`src/rtl/positional_list_store_unit_macros.svh`:
```
// Assertion macros used by the list store datapath.
// Each macro samples on the rising edge of clk and is disabled while rst_n is low.
`ifndef POSITIONAL_LIST_STORE_UNIT_MACROS_SVH
`define POSITIONAL_LIST_STORE_UNIT_MACROS_SVH

// The condition holds at every clock edge.
`define PLS_ASSERT_ALWAYS(label, cond, msg) \
  label: assert property (@(posedge clk) disable iff (!rst_n) (cond)) else $error(msg);

// The consequent holds in the same cycle as the antecedent.
`define PLS_ASSERT_IMPLY(label, ante, cons, msg) \
  label: assert property (@(posedge clk) disable iff (!rst_n) (ante) |-> (cons)) \
    else $error(msg);

// The consequent holds in the cycle after the antecedent.
`define PLS_ASSERT_NEXT(label, ante, cons, msg) \
  label: assert property (@(posedge clk) disable iff (!rst_n) (ante) |=> (cons)) \
    else $error(msg);

`endif

```
`src/rtl/pls_pkg.sv`:
```
`default_nettype none

package pls_pkg;

  localparam int unsigned CAPACITY_DEF = 64;
  localparam int unsigned POS_W        = 7;
  localparam int unsigned VAL_W        = 32;
  localparam int unsigned LEN_W        = 7;

  typedef enum logic [1:0] {
    CMD_INSERT = 2'd0,
    CMD_REMOVE = 2'd1,
    CMD_READ   = 2'd2,
    CMD_CLEAR  = 2'd3
  } cmd_t;

  typedef struct packed {
    cmd_t                    command;
    logic [POS_W-1:0]        position;
    logic signed [VAL_W-1:0] value;
  } in_item_t;

  typedef struct packed {
    logic                    ok;
    logic signed [VAL_W-1:0] read_value;
    logic [LEN_W-1:0]        length;
  } out_item_t;

  // Memory read address select.
  typedef enum logic [2:0] {
    RD_NONE,
    RD_POS,
    RD_LAST,
    RD_POS_NEXT,
    RD_DOWN,
    RD_UP
  } rd_op_t;

  // Memory write select.
  typedef enum logic [1:0] {
    WR_NONE,
    WR_VALUE,
    WR_SHIFT_UP,
    WR_SHIFT_DOWN
  } wr_op_t;

  typedef enum logic [1:0] {
    CNT_HOLD,
    CNT_CLEAR,
    CNT_INC,
    CNT_DEC
  } cnt_op_t;

  typedef struct packed {
    logic    load;
    rd_op_t  rd_op;
    wr_op_t  wr_op;
    cnt_op_t cnt_op;
    logic    respond;
    logic    resp_ok;
    logic    resp_data;
  } dp_cmd_t;

  typedef struct packed {
    cmd_t command;
    logic ins_ok;
    logic rem_ok;
    logic pos_at_end;
    logic pos_at_last;
    logic ins_walk_done;
    logic rem_walk_done;
  } dp_stat_t;

endpackage

`default_nettype wire

```
`src/rtl/positional_list_store_unit.sv`:
```
// Channel      Ports                       Transaction taken when
// ----------   -------------------------   ------------------------------------
// command      start, busy, in_data        rising edge with start high, busy low
// result       out_valid, out_data         rising edge ending the out_valid cycle
//
// A clear, a failed command or an insert at the end is answered from the decode state; a read
// waits in S_READ_WAIT for the registered read port; inserts and removes that move entries walk
// them in S_INS_SHIFT (then S_INS_PUT) or S_REM_SHIFT. The entry memory has one write port and
// one registered read port and moves one entry per cycle. busy falls in the cycle the result is
// shown, so a new command may be taken at the edge that ends it. Reset is synchronous and
// active low and empties the list with no memory sweep; the receiver cannot stall a result.

`default_nettype none

module positional_list_store_unit #(
  parameter int unsigned CAPACITY = pls_pkg::CAPACITY_DEF
) (
  input  wire logic              clk,
  input  wire logic              rst_n,
  input  wire logic              start,
  output logic                   busy,
  input  wire pls_pkg::in_item_t in_data,
  output logic                   out_valid,
  output pls_pkg::out_item_t     out_data
);

  // The controller sequences each transaction; the datapath owns the entry
  // memory, the element count, the captured command and the result register.
  pls_pkg::dp_cmd_t  dp_cmd;
  pls_pkg::dp_stat_t dp_stat;

  pls_ctrl u_ctrl (
    .clk   (clk),
    .rst_n (rst_n),
    .start (start),
    .busy  (busy),
    .stat  (dp_stat),
    .cmd   (dp_cmd)
  );

  // Inserts walk from the last entry down to the position, removes walk from
  // the entry after the position up to the end, each one entry per cycle.
  pls_datapath #(
    .CAPACITY (CAPACITY)
  ) u_datapath (
    .clk       (clk),
    .rst_n     (rst_n),
    .in_data   (in_data),
    .cmd       (dp_cmd),
    .stat      (dp_stat),
    .out_valid (out_valid),
    .out_data  (out_data)
  );

endmodule

`default_nettype wire

```
`src/rtl/pls_datapath.sv`:
```
`default_nettype none

`include "positional_list_store_unit_macros.svh"

module pls_datapath #(
  parameter int unsigned CAPACITY = pls_pkg::CAPACITY_DEF
) (
  input  wire logic                clk,
  input  wire logic                rst_n,
  input  wire pls_pkg::in_item_t   in_data,
  input  wire pls_pkg::dp_cmd_t    cmd,
  output pls_pkg::dp_stat_t        stat,
  output logic                     out_valid,
  output pls_pkg::out_item_t       out_data
);

  localparam int unsigned AW    = $clog2(CAPACITY);
  localparam int unsigned CNT_W = $clog2(CAPACITY + 1);
  localparam int unsigned CW    = (CNT_W > pls_pkg::POS_W) ? CNT_W : pls_pkg::POS_W;

  pls_pkg::in_item_t             item_r;
  logic [CNT_W-1:0]              count_r;
  logic [CNT_W-1:0]              count_nxt;
  logic [AW-1:0]                 rd_addr_r;
  logic signed [pls_pkg::VAL_W-1:0] rd_data_r;
  logic signed [pls_pkg::VAL_W-1:0] mem [CAPACITY];

  logic                          out_valid_r;
  pls_pkg::out_item_t            out_data_r;

  logic [CW-1:0]                 pos_cmp;
  logic [CW-1:0]                 cnt_cmp;
  logic [AW-1:0]                 pos_addr;
  logic [AW-1:0]                 last_addr;
  logic                          full;

  logic                          rd_en;
  logic [AW-1:0]                 rd_addr;
  logic                          wr_en;
  logic [AW-1:0]                 wr_addr;
  logic signed [pls_pkg::VAL_W-1:0] wr_data;

  assign pos_cmp   = CW'(item_r.position);
  assign cnt_cmp   = CW'(count_r);
  assign pos_addr  = AW'(item_r.position);
  assign last_addr = AW'(count_r - CNT_W'(1));
  assign full      = (count_r == CNT_W'(CAPACITY));

  always_comb begin
    stat.command       = item_r.command;
    stat.ins_ok        = (pos_cmp <= cnt_cmp) && !full;
    stat.rem_ok        = (pos_cmp < cnt_cmp);
    stat.pos_at_end    = (pos_cmp == cnt_cmp);
    stat.pos_at_last   = ((pos_cmp + CW'(1)) == cnt_cmp);
    stat.ins_walk_done = (rd_addr_r == pos_addr);
    stat.rem_walk_done = ((CW'(rd_addr_r) + CW'(1)) == cnt_cmp);
  end

  always_comb begin
    rd_en   = 1'b1;
    rd_addr = rd_addr_r;
    case (cmd.rd_op)
      pls_pkg::RD_NONE:     rd_en   = 1'b0;
      pls_pkg::RD_POS:      rd_addr = pos_addr;
      pls_pkg::RD_LAST:     rd_addr = last_addr;
      pls_pkg::RD_POS_NEXT: rd_addr = pos_addr + AW'(1);
      pls_pkg::RD_DOWN:     rd_addr = rd_addr_r - AW'(1);
      pls_pkg::RD_UP:       rd_addr = rd_addr_r + AW'(1);
      default:              rd_en   = 1'b0;
    endcase
  end

  always_comb begin
    wr_en   = 1'b1;
    wr_addr = pos_addr;
    wr_data = rd_data_r;
    case (cmd.wr_op)
      pls_pkg::WR_NONE:       wr_en   = 1'b0;
      pls_pkg::WR_VALUE:      wr_data = item_r.value;
      pls_pkg::WR_SHIFT_UP:   wr_addr = rd_addr_r + AW'(1);
      pls_pkg::WR_SHIFT_DOWN: wr_addr = rd_addr_r - AW'(1);
      default:                wr_en   = 1'b0;
    endcase
  end

  always_comb begin
    case (cmd.cnt_op)
      pls_pkg::CNT_HOLD:  count_nxt = count_r;
      pls_pkg::CNT_CLEAR: count_nxt = '0;
      pls_pkg::CNT_INC:   count_nxt = count_r + CNT_W'(1);
      pls_pkg::CNT_DEC:   count_nxt = count_r - CNT_W'(1);
      default:            count_nxt = count_r;
    endcase
  end

  // Entry storage: one write port and one registered read port.
  always_ff @(posedge clk) begin
    if (wr_en) begin
      mem[wr_addr] <= wr_data;
    end
    if (rd_en) begin
      rd_data_r <= mem[rd_addr];
      rd_addr_r <= rd_addr;
    end
  end

  always_ff @(posedge clk) begin
    if (cmd.load) begin
      item_r <= in_data;
    end
    if (cmd.respond) begin
      out_data_r.ok         <= cmd.resp_ok;
      out_data_r.read_value <= cmd.resp_data ? rd_data_r : '0;
      out_data_r.length     <= pls_pkg::LEN_W'(count_nxt);
    end
  end

  always_ff @(posedge clk) begin
    if (!rst_n) begin
      count_r     <= '0;
      out_valid_r <= 1'b0;
    end else begin
      count_r     <= count_nxt;
      out_valid_r <= cmd.respond;
    end
  end

  assign out_valid = out_valid_r;
  assign out_data  = out_data_r;

  `PLS_ASSERT_ALWAYS(a_count_bound, count_r <= CNT_W'(CAPACITY), "element count above capacity")
  `PLS_ASSERT_IMPLY(a_port_conflict, rd_en && wr_en, rd_addr != wr_addr, "read and write hit one entry")
  `PLS_ASSERT_IMPLY(a_count_with_resp, cmd.cnt_op != pls_pkg::CNT_HOLD, cmd.respond, "count moved without a result")
  `PLS_ASSERT_NEXT(a_single_strobe, out_valid_r, !out_valid_r, "result strobe held two cycles")

endmodule

`default_nettype wire

```
`src/rtl/pls_ctrl.sv`:
```
`default_nettype none

module pls_ctrl (
  input  wire logic              clk,
  input  wire logic              rst_n,
  input  wire logic              start,
  output logic                   busy,
  input  wire pls_pkg::dp_stat_t stat,
  output pls_pkg::dp_cmd_t       cmd
);

  typedef enum logic [2:0] {
    S_IDLE,
    S_DECODE,
    S_READ_WAIT,
    S_INS_SHIFT,
    S_INS_PUT,
    S_REM_SHIFT
  } state_t;

  state_t state_r;
  state_t state_nxt;

  always_comb begin
    state_nxt     = state_r;
    cmd.load      = 1'b0;
    cmd.rd_op     = pls_pkg::RD_NONE;
    cmd.wr_op     = pls_pkg::WR_NONE;
    cmd.cnt_op    = pls_pkg::CNT_HOLD;
    cmd.respond   = 1'b0;
    cmd.resp_ok   = 1'b0;
    cmd.resp_data = 1'b0;
    case (state_r)
      S_IDLE: begin
        if (start) begin
          cmd.load  = 1'b1;
          state_nxt = S_DECODE;
        end
      end
      S_DECODE: begin
        state_nxt = S_IDLE;
        case (stat.command)
          pls_pkg::CMD_CLEAR: begin
            cmd.cnt_op  = pls_pkg::CNT_CLEAR;
            cmd.respond = 1'b1;
            cmd.resp_ok = 1'b1;
          end
          pls_pkg::CMD_READ: begin
            if (stat.rem_ok) begin
              cmd.rd_op = pls_pkg::RD_POS;
              state_nxt = S_READ_WAIT;
            end else begin
              cmd.respond = 1'b1;
            end
          end
          pls_pkg::CMD_INSERT: begin
            if (!stat.ins_ok) begin
              cmd.respond = 1'b1;
            end else if (stat.pos_at_end) begin
              cmd.wr_op   = pls_pkg::WR_VALUE;
              cmd.cnt_op  = pls_pkg::CNT_INC;
              cmd.respond = 1'b1;
              cmd.resp_ok = 1'b1;
            end else begin
              cmd.rd_op = pls_pkg::RD_LAST;
              state_nxt = S_INS_SHIFT;
            end
          end
          pls_pkg::CMD_REMOVE: begin
            if (!stat.rem_ok) begin
              cmd.respond = 1'b1;
            end else if (stat.pos_at_last) begin
              cmd.cnt_op  = pls_pkg::CNT_DEC;
              cmd.respond = 1'b1;
              cmd.resp_ok = 1'b1;
            end else begin
              cmd.rd_op = pls_pkg::RD_POS_NEXT;
              state_nxt = S_REM_SHIFT;
            end
          end
          default: begin
            cmd.respond = 1'b1;
          end
        endcase
      end
      S_READ_WAIT: begin
        cmd.respond   = 1'b1;
        cmd.resp_ok   = 1'b1;
        cmd.resp_data = 1'b1;
        state_nxt     = S_IDLE;
      end
      S_INS_SHIFT: begin
        // Move the entry read last cycle up by one; walk toward the position.
        cmd.wr_op = pls_pkg::WR_SHIFT_UP;
        if (stat.ins_walk_done) begin
          state_nxt = S_INS_PUT;
        end else begin
          cmd.rd_op = pls_pkg::RD_DOWN;
        end
      end
      S_INS_PUT: begin
        cmd.wr_op   = pls_pkg::WR_VALUE;
        cmd.cnt_op  = pls_pkg::CNT_INC;
        cmd.respond = 1'b1;
        cmd.resp_ok = 1'b1;
        state_nxt   = S_IDLE;
      end
      S_REM_SHIFT: begin
        // Move the entry read last cycle down by one; walk toward the end.
        cmd.wr_op = pls_pkg::WR_SHIFT_DOWN;
        if (stat.rem_walk_done) begin
          cmd.cnt_op  = pls_pkg::CNT_DEC;
          cmd.respond = 1'b1;
          cmd.resp_ok = 1'b1;
          state_nxt   = S_IDLE;
        end else begin
          cmd.rd_op = pls_pkg::RD_UP;
        end
      end
      default: begin
        state_nxt = S_IDLE;
      end
    endcase
  end

  always_ff @(posedge clk) begin
    if (!rst_n) begin
      state_r <= S_IDLE;
    end else begin
      state_r <= state_nxt;
    end
  end

  assign busy = (state_r != S_IDLE);

endmodule

`default_nettype wire

```
`config.mk`:
```
export PLATFORM = sky130hd
export DESIGN_NAME = positional_list_store_unit
export DESIGN_NICKNAME = d
export VERILOG_FILES = /design/src/rtl/pls_pkg.sv /design/src/rtl/positional_list_store_unit.sv /design/src/rtl/pls_datapath.sv /design/src/rtl/pls_ctrl.sv
export VERILOG_INCLUDE_DIRS = /design/src /design/src/rtl
export SDC_FILE = /design/constraint.sdc
export NUM_CORES = 2
export LEC_CHECK = 0
export BUFFER_PORTS_ARGS = -buffer_cell sky130_fd_sc_hd__clkbuf_2
export CAP_MARGIN = 20
export CELL_PAD_IN_SITES_DETAIL_PLACEMENT = 1
export CELL_PAD_IN_SITES_GLOBAL_PLACEMENT = 2
export CORE_ASPECT_RATIO = 2
export CORE_MARGIN = 5
export CORE_UTILIZATION = 45
export DETAILED_ROUTE_END_ITERATION = 10
export GPL_TIMING_DRIVEN = 1
export PLACE_DENSITY_LB_ADDON = 0.08
export SYNTH_ARGS = -nofsm -noshare
export SYNTH_HDL_FRONTEND = slang
export SYNTH_SLANG_ARGS = --single-unit
export TNS_END_PERCENT = 30
```
`constraint.sdc`:
```
create_clock -name clk -period 5.2 [get_ports clk]
set_input_delay 0 -clock clk [delete_from_list [all_inputs] [get_ports clk]]
set_output_delay 0 -clock clk [all_outputs]
set_load 0.1 [all_outputs]
```
==> flow_summary.ini <==
[run_status]
status = finished, final reports clean

[synth]
netlist.top_cell.by_area = edfxtp_1
cell_area_synth_um2 = 87380
synth_edf_count = 2167
synth_cells = 6477
netlist.area_leader.share_pct = 74.47
synth_seq_area_share_pct = 74.72
netlist_top_cells_count = edfxtp_1 (2167), nand2_1 (1738), a21oi_1 (483), nand3_1 (464), mux2i_1 (231)
share_of_synthesized_flip_flops_with_an_asynchronous_set_or_reset_pct = 0
post-synth-top-count-cell = edfxtp_1
number_of_synthesis_warnings = 0
yosys.cell_types.count = 86
postSynthRegisterBits = 2178
mappedNetlistNets = 6534
yosys-top-cells-area = edfxtp_1 (74%), nand2_1 (7.5%), a21oi_1 (2.8%)
synth-main-ff-cell = edfxtp_1
synth_area_per_cell_um2 = 13.49

[setup_path]
top_fanout_value_on_the_critical_path = 64
worst_ep_arrival_time_ns = 5.76
crit_path_frequent_cell = buf_4
path_cells = ha_1 > and3_1 > xnor3_1 > nand4_1 > o31ai_1 > buf_4 > and2_1 > buf_4 > nand3_4 > o22ai_4 > buf_12 > nand2_1 > o22ai_1 > a211oi_1 > nor4_1 > nand3_1 > buf_4 > nand3_1
critPathBufInv = 4
slowest_stage = nor4_1
cp-start-kind = register
cp-end-kind = register
slowest_delay_ns = 0.50
crit_family = simple AND/OR/NAND/NOR gates
timing.critical_path.required_ns = 5.92
timing_worst_setup_path_type = reg -> reg

[die]
ios = 86
core_area_um2 = 193100
rows = 228
fp.dieH_um = 633.2
die_width_um = 321.6
floorplan.initialDensity_pct = 45.24
die_footprint_um2 = 203600

[global_routing]
grt_use_total_pct = 30.55
global_route_wire_length_before_repair_mm = 447.4
most_heavily_used_metal_layer_in_global_routing = met2
use_met2_pct = 55.84
gr-total-overflow = 0
met3_usage_pct = 3.840
first_global_vias = 60577
antenna_found_initial = 19
grt_util_met1_pct = 35.15
grt_max_degree = 91

[sta]
max-slew-margin-rel_pct = 23.61
total_neg_setup_slack_ns = 0
number_of_hold_violations_in_the_final_report = 0
hold_slack_ns = 0.1474
timing.fmax_ghz = 0.1984
setup_viol_count_final = 0
layout_min_cycle_time_ns = 5.041
final.period_utilization_pct = 96.94
slew_viol_final = 0
timing_worst_slew_pin_value_ns = 1.146
final.setup_skew_ns = 0.07231
rsz0062_at_grt = true

[detailed_routing]
first_iter_violations = 5526
vias = 58098
drtAntennaViolNets = 0
drc = 0
avgRoutedWirePerCell_um = 33.17
detail_route.wirelength_mm = 317.8
detail_route.vias_per_cell = 6.063
drt_first_pass_iters = 8

[cts]
h_tree_level_count = 4
cts_buffer_depth = 4
clockRootBuffer = clkbuf_16
worst_skew_pair.late_latency_ns = 0.89
clock_sink_count = 2178
numCtsBuffers = 201
worst_setup_hold_path_clk_slew_ns = 0.07
tritoncts_clock_tree = done

[pwr]
ir_worst_vdd_mv = 0.2944
pwr_per_cell_area_nw_per_um2 = 361.3
static_power_due_to_leakage_nw = 34.64
total_power_w = 0.03661

[final_layout]
area_taken_by_multi_input_logic_gates_um2 = 20930
layout.area.seq_um2 = 65290
area.growth.synth_to_final_pct = 15.96
num-fill-cells = 18919
design.final.nets = 6955
layout-drive-gt1-share_pct = 13.71

[placed_design]
detailed_place_hpwl_mm = 203.3
gp_congestion = 0.9001
port_buffers = 85

[hold_path]
min-delay-path-class = in -> reg

[run]
max_cap_violations = 0
## per-layer routing
metal	vias up	share of wire, %
met5	-	0.010
li1	24736	-
met1	30503	36
met3	742	5.7
met4	6	6.2
met2	2111	52
## cells in the final DEF (no fill, tap or decap), types with 22 or more instances in the layout
cell,count
a31oi_1,67
buf_4,360
nand4_1,37
edfxtp_1,2167
nor2_1,44
dlygate4sd3_1,84
and2_1,42
nand3_1,461
xnor2_1,22
clkinv_1,50
mux2i_1,230
buf_12,84
clkbuf_16,203
clkbuf_1,52
a211oi_1,23
nor3_1,28
o21ai_0,187
nor2_4,69
a32oi_1,46
nand2_1,1737
a21oi_1,478
clkinv_2,28
and3_1,60
mux2_2,25
clkbuf_2,85
## what timing repair did
item | CTS | global route
buffers inserted | 0 | 3
hold buffers | 84 | 0
pin swaps | 3 | 8
endpoints found under the setup margin | 13 | 21
hold endpoints to repair | 52 | 0
resized for setup | 20 | 22
cloned | 0 | 1
## sequential cells by signal (all words and copies together) (netlist names)
register	cells
u_ctrl.state_r	3
u_datapath.cnt_cmp	7
u_datapath.item_r	32
u_datapath.mem	2048
u_datapath.out_data	40
u_datapath.out_valid	1
u_datapath.pos_cmp	7
u_datapath.rd_addr_r	6
u_datapath.rd_data_r	32
u_datapath.stat	2
## kinds of logic (layout without fill, tap and decap cells)
group                      count (synthesis)  in the layout  synth area share (%)
and+or+nand+nor                         2549           2549                 12.30
DFF                                     2178           2178                 74.72
AOI/OAI and AO/OA                        991            991                 6.786
buffers and inverters                    433           1001                 2.201
muxes                                    278            278                 3.419
xor gates and xnor gates                  35             35                0.3823
adders and majority gates                 13             13                0.1862
other                                      0              7                     0
## path summary, 6_finish.rpt
check,slack (ns),from,depth (start not counted),to
worst max-delay path,0.16,u_datapath.rd_addr_r[0],18,u_datapath.rd_data_r[20]
worst min-delay path,0.15,rst_n,3,u_datapath.out_valid
worst max register to register,0.16,u_datapath.rd_addr_r[0],18,u_datapath.rd_data_r[20]
worst min register to register,0.60,u_datapath.rd_data_r[9],1,u_datapath.out_data[16]
## tightest hold or removal path, stage by stage
cell and delay [ns]:
dlygate4sd3_1 0.53, clkbuf_2 0.28, and2_1 0.17
## report_power, final
group | leakage [nW] | total [W] | internal, W | switching [W]
logic | 12.1 | 0.00316 | 0.000903 | 0.00226
clock network | 2.90 | 0.0141 | 0.00760 | 0.00647
registers | 19.6 | 0.0194 | 0.0193 | 0.0000499
## through the flow
stage          instance area [um2]  worst slack, ns  cells  util (%)
2_1_floorplan                87380           0.7146   6477         -
3_5_place_dp                 94260          -0.4225   9137     48.81
6_report                    101300           0.1592   9582     52.47
5_1_grt                     101300         -0.05127   9576     52.46
3_3_place_gp                 94190           -1.019   9132     48.77
4_1_cts                     101200         -0.01196   9571     52.38
## layout make-up
type,count,share of cell area (%)
Sequential cell,2178,64.44
Antenna cell,7,0.01729
Tap cell,2530,3.124
Clock inverter,96,0.6915
Multi-Input combinational cell,3866,20.66
Clock buffer,254,5.181
Inverter,25,0.1358
Timing Repair Buffer,626,5.754
Note: power is estimated with default switching activity, not from simulation.
